$ cat src/hdl/lrupr_pkg.sv
package lrupr_pkg;

   localparam int FRAMES_DEF    = 4;
   localparam int PAGE_BITS_DEF = 16;

   localparam int PAGE_FIELD_W = 16;
   localparam int SLOT_FIELD_W = 2;
   localparam int CNT_W        = 32;

   localparam int REQ_TDATA_W = 16;
   localparam int RSP_FIELDS_W = 1 + SLOT_FIELD_W + 1 + PAGE_FIELD_W + CNT_W + CNT_W;
   localparam int RSP_TDATA_W  = ((RSP_FIELDS_W + 7) / 8) * 8;

   typedef struct packed {
      logic load;
      logic capture;
      logic commit;
   } lrupr_cmd_type;

endpackage

$ cat src/hdl/lru_page_replacement_top.sv
// Fully associative page frame table with least-recently-used replacement.
// Each page reference on the req channel yields one result on the rsp channel:
// hit or fault, the frame now holding the page, the evicted page if any, and
// saturating fault and reference totals. A reference passes a lookup state,
// for the parallel compare against all frames and the recency stack, and an
// update state for the table, stack and counter write-back. The write-back
// waits while an earlier result is still unaccepted; the next reference is
// taken in the write-back cycle. The result register lets a new reference in
// while a result waits. Frames start empty after reset.
module lru_page_replacement_top
   import lrupr_pkg::*;
#(
   parameter int FRAMES    = FRAMES_DEF,
   parameter int PAGE_BITS = PAGE_BITS_DEF
)(
   input  logic                   clock,
   input  logic                   reset,
   input  logic                   req_tvalid,
   output logic                   req_tready,
   input  logic [REQ_TDATA_W-1:0] req_tdata,  // page_number[15:0]
   output logic                   rsp_tvalid,
   input  logic                   rsp_tready,
   // page_fault[0], frame_slot[2:1], evicted_valid[3], evicted_page[19:4],
   // fault_total[51:20], reference_total[83:52], zero[87:84]
   output logic [RSP_TDATA_W-1:0] rsp_tdata
);

   lrupr_cmd_type cmd;

   lrupr_ctrl u_ctrl (
      .clock      (clock),
      .reset      (reset),
      .req_tvalid (req_tvalid),
      .req_tready (req_tready),
      .rsp_tvalid (rsp_tvalid),
      .rsp_tready (rsp_tready),
      .cmd        (cmd)
   );

   lrupr_dp #(
      .FRAMES    (FRAMES),
      .PAGE_BITS (PAGE_BITS)
   ) u_dp (
      .clock     (clock),
      .reset     (reset),
      .cmd       (cmd),
      .req_tdata (req_tdata),
      .rsp_tdata (rsp_tdata)
   );

endmodule

$ cat src/hdl/lrupr_ctrl.sv
module lrupr_ctrl
   import lrupr_pkg::*;
(
   input  logic          clock,
   input  logic          reset,
   input  logic          req_tvalid,
   output logic          req_tready,
   output logic          rsp_tvalid,
   input  logic          rsp_tready,
   output lrupr_cmd_type cmd
);

   localparam logic [1:0] ST_IDLE = 2'd0;
   localparam logic [1:0] ST_LOOK = 2'd1;
   localparam logic [1:0] ST_UPD  = 2'd2;

   logic [1:0] state_ff;
   logic [1:0] state_in;
   logic       rsp_valid_ff;
   logic       rsp_valid_in;
   logic       out_free;
   logic       ready;

   assign out_free = !rsp_valid_ff || rsp_tready;
   assign ready    = (state_ff == ST_IDLE) || ((state_ff == ST_UPD) && out_free);

   assign req_tready  = ready;
   assign rsp_tvalid  = rsp_valid_ff;
   assign cmd.load    = req_tvalid && ready;
   assign cmd.capture = (state_ff == ST_LOOK);
   assign cmd.commit  = (state_ff == ST_UPD) && out_free;

   always_comb begin
      state_in = state_ff;
      unique case (state_ff)
         ST_IDLE: begin
            if (req_tvalid) state_in = ST_LOOK;
         end
         ST_LOOK: begin
            state_in = ST_UPD;
         end
         ST_UPD: begin
            if (out_free) state_in = req_tvalid ? ST_LOOK : ST_IDLE;
         end
         default: begin
            state_in = ST_IDLE;
         end
      endcase
   end

   always_comb begin
      if (cmd.commit) rsp_valid_in = 1'b1;
      else if (rsp_tready) rsp_valid_in = 1'b0;
      else rsp_valid_in = rsp_valid_ff;
   end

   always_ff @(posedge clock) begin
      if (reset) begin
         state_ff     <= ST_IDLE;
         rsp_valid_ff <= 1'b0;
      end else begin
         state_ff     <= state_in;
         rsp_valid_ff <= rsp_valid_in;
      end
   end

endmodule

$ cat src/hdl/lrupr_dp.sv
module lrupr_dp
   import lrupr_pkg::*;
#(
   parameter int FRAMES    = FRAMES_DEF,
   parameter int PAGE_BITS = PAGE_BITS_DEF
)(
   input  logic                   clock,
   input  logic                   reset,
   input  lrupr_cmd_type          cmd,
   input  logic [REQ_TDATA_W-1:0] req_tdata,
   output logic [RSP_TDATA_W-1:0] rsp_tdata
);

   localparam int IDX_W  = $clog2(FRAMES);
   localparam int FILL_W = $clog2(FRAMES + 1);

   logic [PAGE_BITS-1:0] page_ff;
   logic [PAGE_BITS-1:0] page_in;
   logic [PAGE_BITS+PAGE_FIELD_W-1:0] page_ext;

   logic [PAGE_BITS-1:0] frame_page_ff [FRAMES];
   logic [FRAMES-1:0]    frame_valid_ff;
   logic [PAGE_BITS-1:0] stack_ff [FRAMES];
   logic [PAGE_BITS-1:0] stack_in [FRAMES];
   logic [FILL_W-1:0]    filled_ff;
   logic [CNT_W-1:0]     fault_cnt_ff;
   logic [CNT_W-1:0]     ref_cnt_ff;
   logic [CNT_W-1:0]     fault_cnt_in;
   logic [CNT_W-1:0]     ref_cnt_in;

   logic             hit_ff;
   logic [IDX_W-1:0] hit_slot_ff;
   logic [IDX_W-1:0] pos_ff;
   logic [IDX_W-1:0] lru_slot_ff;
   logic             hit_in;
   logic [IDX_W-1:0] hit_slot_in;
   logic [IDX_W-1:0] pos_in;
   logic [IDX_W-1:0] lru_slot_in;

   logic                 full;
   logic [IDX_W-1:0]     slot;
   logic [IDX_W-1:0]     promote_pos;
   logic                 evict;
   logic [PAGE_BITS-1:0] ev_page;
   logic [IDX_W+1:0]     slot_ext;
   logic [PAGE_BITS+PAGE_FIELD_W-1:0] ev_ext;
   logic [RSP_TDATA_W-1:0] rsp_data_ff;
   logic [RSP_TDATA_W-1:0] rsp_data_in;

   assign page_ext = {{PAGE_BITS{1'b0}}, req_tdata[PAGE_FIELD_W-1:0]};
   assign page_in  = page_ext[PAGE_BITS-1:0];

   // lookup against the current table
   always_comb begin
      hit_in      = 1'b0;
      hit_slot_in = '0;
      pos_in      = '0;
      lru_slot_in = '0;
      for (int i = FRAMES - 1; i >= 0; i--) begin
         if (frame_valid_ff[i] && (frame_page_ff[i] == page_ff)) begin
            hit_in      = 1'b1;
            hit_slot_in = IDX_W'(i);
         end
         if (frame_valid_ff[i] && (frame_page_ff[i] == stack_ff[0])) begin
            lru_slot_in = IDX_W'(i);
         end
         if ((FILL_W'(i) < filled_ff) && (stack_ff[i] == page_ff)) begin
            pos_in = IDX_W'(i);
         end
      end
   end

   // update of table, stack and counters
   assign full        = (filled_ff == FILL_W'(FRAMES));
   assign evict       = !hit_ff && full;
   assign promote_pos = hit_ff ? pos_ff : '0;

   always_comb begin
      if (hit_ff) slot = hit_slot_ff;
      else if (!full) slot = filled_ff[IDX_W-1:0];
      else slot = lru_slot_ff;
   end

   assign ev_page  = evict ? frame_page_ff[lru_slot_ff] : '0;
   assign ev_ext   = {{PAGE_FIELD_W{1'b0}}, ev_page};
   assign slot_ext = {2'b00, slot};

   always_comb begin
      stack_in = stack_ff;
      if (hit_ff || full) begin
         for (int i = 0; i < FRAMES - 1; i++) begin
            if ((IDX_W'(i) >= promote_pos) && (FILL_W'(i + 1) < filled_ff)) begin
               stack_in[i] = stack_ff[i + 1];
            end
         end
         for (int i = 0; i < FRAMES; i++) begin
            if (FILL_W'(i + 1) == filled_ff) stack_in[i] = page_ff;
         end
      end else begin
         for (int i = 0; i < FRAMES; i++) begin
            if (FILL_W'(i) == filled_ff) stack_in[i] = page_ff;
         end
      end
   end

   assign ref_cnt_in   = (ref_cnt_ff == '1) ? ref_cnt_ff : ref_cnt_ff + 1'b1;
   assign fault_cnt_in = (hit_ff || (fault_cnt_ff == '1)) ? fault_cnt_ff
                                                          : fault_cnt_ff + 1'b1;

   always_comb begin
      rsp_data_in = '0;
      rsp_data_in[RSP_FIELDS_W-1:0] = {ref_cnt_in, fault_cnt_in,
                                       ev_ext[PAGE_FIELD_W-1:0], evict,
                                       slot_ext[SLOT_FIELD_W-1:0], !hit_ff};
   end

   always_ff @(posedge clock) begin
      if (reset) begin
         frame_valid_ff <= '0;
         filled_ff      <= '0;
         fault_cnt_ff   <= '0;
         ref_cnt_ff     <= '0;
      end else if (cmd.commit) begin
         frame_valid_ff[slot] <= 1'b1;
         if (!hit_ff && !full) filled_ff <= filled_ff + 1'b1;
         fault_cnt_ff <= fault_cnt_in;
         ref_cnt_ff   <= ref_cnt_in;
      end
   end

   always_ff @(posedge clock) begin
      if (cmd.load) page_ff <= page_in;
      if (cmd.capture) begin
         hit_ff      <= hit_in;
         hit_slot_ff <= hit_slot_in;
         pos_ff      <= pos_in;
         lru_slot_ff <= lru_slot_in;
      end
      if (cmd.commit) begin
         frame_page_ff[slot] <= page_ff;
         stack_ff            <= stack_in;
         rsp_data_ff         <= rsp_data_in;
      end
   end

   assign rsp_tdata = rsp_data_ff;

endmodule
$ cat config.mk
export PLATFORM = sky130hd
export DESIGN_NAME = lru_page_replacement_top
export DESIGN_NICKNAME = d
export VERILOG_FILES = /design/src/hdl/lrupr_pkg.sv /design/src/hdl/lru_page_replacement_top.sv /design/src/hdl/lrupr_ctrl.sv /design/src/hdl/lrupr_dp.sv
export SDC_FILE = /design/constraint.sdc
export NUM_CORES = 1
export LEC_CHECK = 0
export BUFFER_PORTS_ARGS = -buffer_cell sky130_fd_sc_hd__buf_2
export CORE_MARGIN = 2
export CORE_UTILIZATION = 30
export DETAILED_ROUTE_END_ITERATION = 10
export GPL_TIMING_DRIVEN = 0
export PLACE_DENSITY = 0.5
export SLEW_MARGIN = 20
export SYNTH_ARGS = -nofsm -noshare
export SYNTH_HDL_FRONTEND = slang
export SYNTH_SLANG_ARGS = --single-unit
$ cat constraint.sdc
create_clock -name clock -period 11.6 [get_ports clock]
set_clock_uncertainty 0.2 [all_clocks]
set_input_delay 0 -clock clock [delete_from_list [all_inputs] [get_ports clock]]
set_output_delay 0 -clock clock [all_outputs]
set_load 0.03 [all_outputs]
Word level (Yosys, flattened, before mapping)
Memories as Yosys holds them, arrays and structs flattened. A register that Yosys moved wholly into a read port is not among the register bits.
Index checks and enable logic that the tools add are counted.
- add/subtract/negate cells: 3
- order comparisons: 9
- equality and inequality tests: 27
- multiplexer cells: 37
- bitwise gates (word level): 1
- reduce and logical (&&, ||, !) cells: 45
- operators by type and width (cell ; number):
    $eq A16 B16 Y1 ; 12
    $mux W16 ; 11
    $add A32 B1 Y32 const B ; 2
    $eq A32 B32 Y1 const B ; 2
    $mux W32 ; 2
    $mux W64 ; 1
    $mux W2 ; 11
    $logic_and A1 B1 Y1 ; 20
    $reduce_and A3 Y1 ; 4
    $mux W1 ; 10
    $reduce_bool A2 Y1 ; 5
    $ne A3 B3 Y1 const B ; 3
    $eq A2 B3 Y1 const A ; 2
    $lt A1 B3 Y1 const A ; 2
    $lt A2 B3 Y1 const A ; 2
    $pmux W2 S3 ; 1
    $reduce_or A2 Y1 ; 3
    $ge A1 B2 Y1 const A ; 2
    $logic_not A1 Y1 ; 4
    $logic_or A1 B1 Y1 ; 4
    $ne A2 B2 Y1 const B ; 2
    $or A4 B4 Y4 ; 1
    $reduce_and A2 Y1 ; 2
    $add A3 B1 Y3 const B ; 1
    other kinds (13) ; 13
- bits in registers: 229
- memory bits (writable): 64
- input port bits: 20
- output and inout bits: 90
- word-level logic and storage cells: 142
- memories: 1
- memories (memory ; words ; width ; rd ports ; clocked after memory_dff ; wr ports ; line ; text):
    u_dp.frame_page_ff ; 4 ; 16 ; 5 ; 1 ; 1 ; lrupr_dp.sv:21 ; logic [PAGE_BITS-1:0] frame_page_ff [FRAMES];

Longest topological paths before layout
- depth in word-level cells: 8
- mapped depth: 9
- depth with buffers taken out: 8

Modules after synthesis
Synthesis repeated with hierarchy kept, for this count alone.
- cell total of the unflattened synthesis: 1306
- area, all modules: 15517.4 sq um
- modules (own cells, without submodules) (module ; instances ; cells each ; area an instance (sq um) ; sequential area each (sq um)):
    lrupr_dp ; 1 ; 1290 ; 15353.5 ; 8478.1
    lrupr_ctrl ; 1 ; 16 ; 163.9 ; 60.1

Least setup slack after synthesis
No wires, ideal clock.
- kind: register -> register
- from: register u_ctrl.rsp_valid_ff, in the netlist u_ctrl.rsp_tvalid
- to: register u_dp.stack_ff[48] in the netlist's numbering (enable)
- setup time: 0.394 ns
- arrival time: 5.051 ns
- data required time: 11.006 ns
- path slack: 5.955 ns
- stages on the path, launching flop included: 8
- buffers on the path: 2
- clock period less this slack: 5.645 ns
- cells stage by stage: dfxtp_1 nor2b_1 or2_2 inv_2 clkbuf_1 clkbuf_1 o21ai_0 a21oi_1
- RTL lines (element ; line ; text):
    start: declaration ; lrupr_ctrl.sv:19 ; logic rsp_valid_ff;
    start signal: assignment ; lrupr_ctrl.sv:63 ; rsp_valid_ff <= rsp_valid_in;
    end signal: assignment ; lrupr_dp.sv:141 ; stack_ff <= stack_in;
    end: declaration ; lrupr_dp.sv:23 ; logic [PAGE_BITS-1:0] stack_ff [FRAMES];

==> flow_metrics.tcl <==
set metrics [dict create \
    outcome "finished clean" \
    clock_sinks 309 \
    critPathRequiredTime_ns 11.66 \
    area.growth.synth_to_final_pct 20.61 \
    fp.dieArea_um2 53670 \
    synth_warnings 0 \
    finalCritPeriodShare_pct 34.84 \
    via_count 10930 \
    io_pins 110 \
    core_area_um2 51300 \
    p_leak_nw 6.518 \
    maxSlewViolCount 0 \
    cap_violations 0 \
    syn_inst 1308 \
    die_x_um 231.7 \
    viasPerCell 4.959 \
    ant_nets 0 \
    fin_area_um2 18760 \
    postSynthAreaPerCell_um2 11.89 \
    grt_pass1_vias 10810 \
    cp.buffers_inverters 5 \
    start_util_pct 30.31 \
    startpoint_type "flip-flop" \
    yosysTopAreaCell "edfxtp_1" \
    drc_errors 0 \
    grt_start_max_net_pins 52 \
    p_per_area_nw_per_um2 139.8 \
    n_antenna_cell 0 \
    ys_types 68 \
    num_rows 83 \
    post_cts_buffers 0 \
    die_h_um 231.7 \
    r2r_setup_slack_ns 7.56 \
    clk_latency_ns 0.55 \
    dr.pass1.iters 5 \
    grt_usage_pct 16.55 \
    setup_viol 0 \
    h-tree-depth 2 \
    synth_edf_count 235 \
    ys_ff_latch 309 \
    yosysTopAreaCellShare_pct 45.38 \
    cts_resized 0 \
    nets 1520 \
    rsz0062_at_grt "no" \
    crit_fanout 51 \
    wl_mm 44.49 \
    cp_top_family "buffers and inverters" \
    overflow 0 \
    cts_tree "done" \
    synth_flop_cell "edfxtp_1" \
    post_route_cells_drive_above_1_share_pct 19.55 \
    slowest_stage "clkbuf_4" \
    grt_pass1_wl_mm 67.05 \
    hold_class "in2reg" \
    synth.top_cells.by_area "edfxtp_1 45%, dfxtp_1 9.5%, xor2_1 8.9%, xnor2_1 5.5%, mux2_2 4.1%" \
    yosysSeqAreaShare_pct 54.90 \
    antenna_found_initial 1 \
    cts_buffer_depth 3 \
    dp_hpwl_mm 32.29 \
    hold_violations 0 \
    n_fill_cell 5087 \
    dp_cells 2101 \
    fmax_mhz 247.4 \
    max_stage_delay_ns 0.75 \
    placed_area_um2 17090 \
    final_cells 2204 \
    cts-root-buf "clkbuf_16" \
    maxSlewHeadroom_pct 31.18 \
    setup-tns-final_ns 0 \
    holdWs_ns 0.1500 \
    place.gp.congestion 0.9227 \
    worst_setup_path_end_kind "flip-flop" \
    total_power_mw 2.622 \
    wl_per_cell_um 20.18 \
    crit_chain "nor2b_1 > or2_2 > inv_2 > clkbuf_1 > clkbuf_4 > buf_16 > nand2_1 > nor2_2 > buf_8" \
    ys_async_sr_fraction_pct 0 \
    tightest_slew_ns 1.032 \
    cts_buffers 37 \
    arrival_ns 4.10 \
    path_class "reg2reg" \
    clk_pin_slew_ns 0.06 \
    drt_iter0_markers 808 \
    port_buffers 104 \
    finalCriticalPeriod_ns 4.041 \
    synth_area_um2 15550 \
    peakVddDrop_uv 79.66 \
]
## power by group
group          internal [mW]  switching (mW)  leakage (nW)  total (mW)
Combinational         0.0512          0.0896          3.10       0.141
Sequential              1.20          0.0155          2.78        1.22
Clock                  0.778           0.484         0.634        1.26
## cells in the final DEF, fill, tap and decap left out, types with 35 or more instances in the layout
| cell type | synthesis | final |
|---|---|---|
| buf_2 | 13 | 117 |
| mux2_2 | 56 | 56 |
| clkbuf_16 | 0 | 39 |
| dfxtp_1 | 74 | 74 |
| a21oi_1 | 59 | 57 |
| nand4_1 | 46 | 46 |
| xnor2_1 | 97 | 97 |
| dlygate4sd3_1 | 0 | 35 |
| clkbuf_1 | 67 | 71 |
| nand3_1 | 39 | 39 |
| nand2_1 | 58 | 58 |
| edfxtp_1 | 235 | 235 |
| xor2_1 | 158 | 158 |
| nor4_1 | 43 | 43 |
| nor2_1 | 76 | 71 |
## worst min-delay path, stage by stage
cell,delay [ns]
dlygate4sd3_1,0.51
buf_2,0.10
nor2b_1,0.08
inv_1,0.06
a21oi_1,0.08
## timing repair
action | CTS | global route
hold buffers | 35 | 0
endpoints found under the hold margin | 26 | 0
setup endpoints to repair | 0 | 0
## metal layers
metal,vias to the layer above,wire (µm),GRT usage [%]
li1,5193,-,-
met1,5416,20430,22.40
met2,261,21130,27.58
met3,60,1879,2.276
met4,0,1049,4.808
met5,-,0,0
## worst paths after layout
path	startpoint	end	cells past startpoint
max reg2reg	u_ctrl.rsp_tvalid	u_dp.frame_page_ff[1][11]	9
min	rsp_tready	u_ctrl.rsp_tvalid	5
min reg2reg	u_ctrl.state_ff[0]	u_ctrl.state_ff[1]	1
max	u_ctrl.rsp_tvalid	u_dp.frame_page_ff[1][11]	9
## cell families (layout without fill, tap and decap cells)
logic type / after synthesis / count (layout) / synth area share (%)
buf+inv: 111 / 324 / 3.154
flops: 309 / 309 / 54.90
other cells: 1 / 4 / 0.02411
mux: 79 / 79 / 6.992
compound gates: 139 / 139 / 5.696
fa+ha+maj: 5 / 5 / 0.4023
simple gates: 409 / 409 / 14.47
xor+xnor: 255 / 255 / 14.36
## through the flow
stage / setup slack, ns / utilization [%]
floorplan: 5.955 / -
global placement: 3.477 / 33.01
detailed placement: 7.474 / 33.31
CTS: 7.459 / 36.56
global route: 7.328 / 36.56
finish: 7.559 / 36.56
## state kept, by name (all words and copies together) (netlist names)
signal,flops
u_dp.filled_ff,3
u_dp.frame_valid_ff,4
u_dp.fault_cnt_ff,32
u_dp.hit_ff,1
u_dp.frame_page_ff,64
u_dp.page_ff,16
u_ctrl.state_ff,2
u_dp.lru_slot_ff,2
u_dp.pos_ff,2
u_ctrl.rsp_tvalid,1
u_dp.hit_slot_ff,2
u_dp.ref_cnt_ff,32
u_dp.stack_ff,64
u_dp.rsp_tdata,84
## synth_stat cells, drive strengths merged, types with 6 or more instances
library cell / instances
and3: 6
nand3: 39
or3: 15
nand4: 47
buf: 29
or4: 30
dfxtp: 74
nor3: 33
clkbuf: 68
mux4: 16
nor4: 43
a21oi: 59
xor2: 158
xnor2: 97
mux2: 62
o31ai: 30
o21ai: 18
edfxtp: 235
nand2: 58
and2: 21
inv: 14
nor2b: 18
nor2: 76
## area by class of cell
cell class | instances | area, µm² | area share (%)
Sequential cell | 309 | 8538 | 45.52
Buffer | 97 | 441.7 | 2.355
Clock inverter | 23 | 307.8 | 1.641
Clock buffer | 45 | 1008 | 5.377
Tap cell | 680 | 850.8 | 4.536
Multi-Input combinational cell | 891 | 6590 | 35.14
Timing Repair Buffer | 145 | 965.9 | 5.150
Inverter | 14 | 52.55 | 0.2802
(Power assumes the default switching activity.)
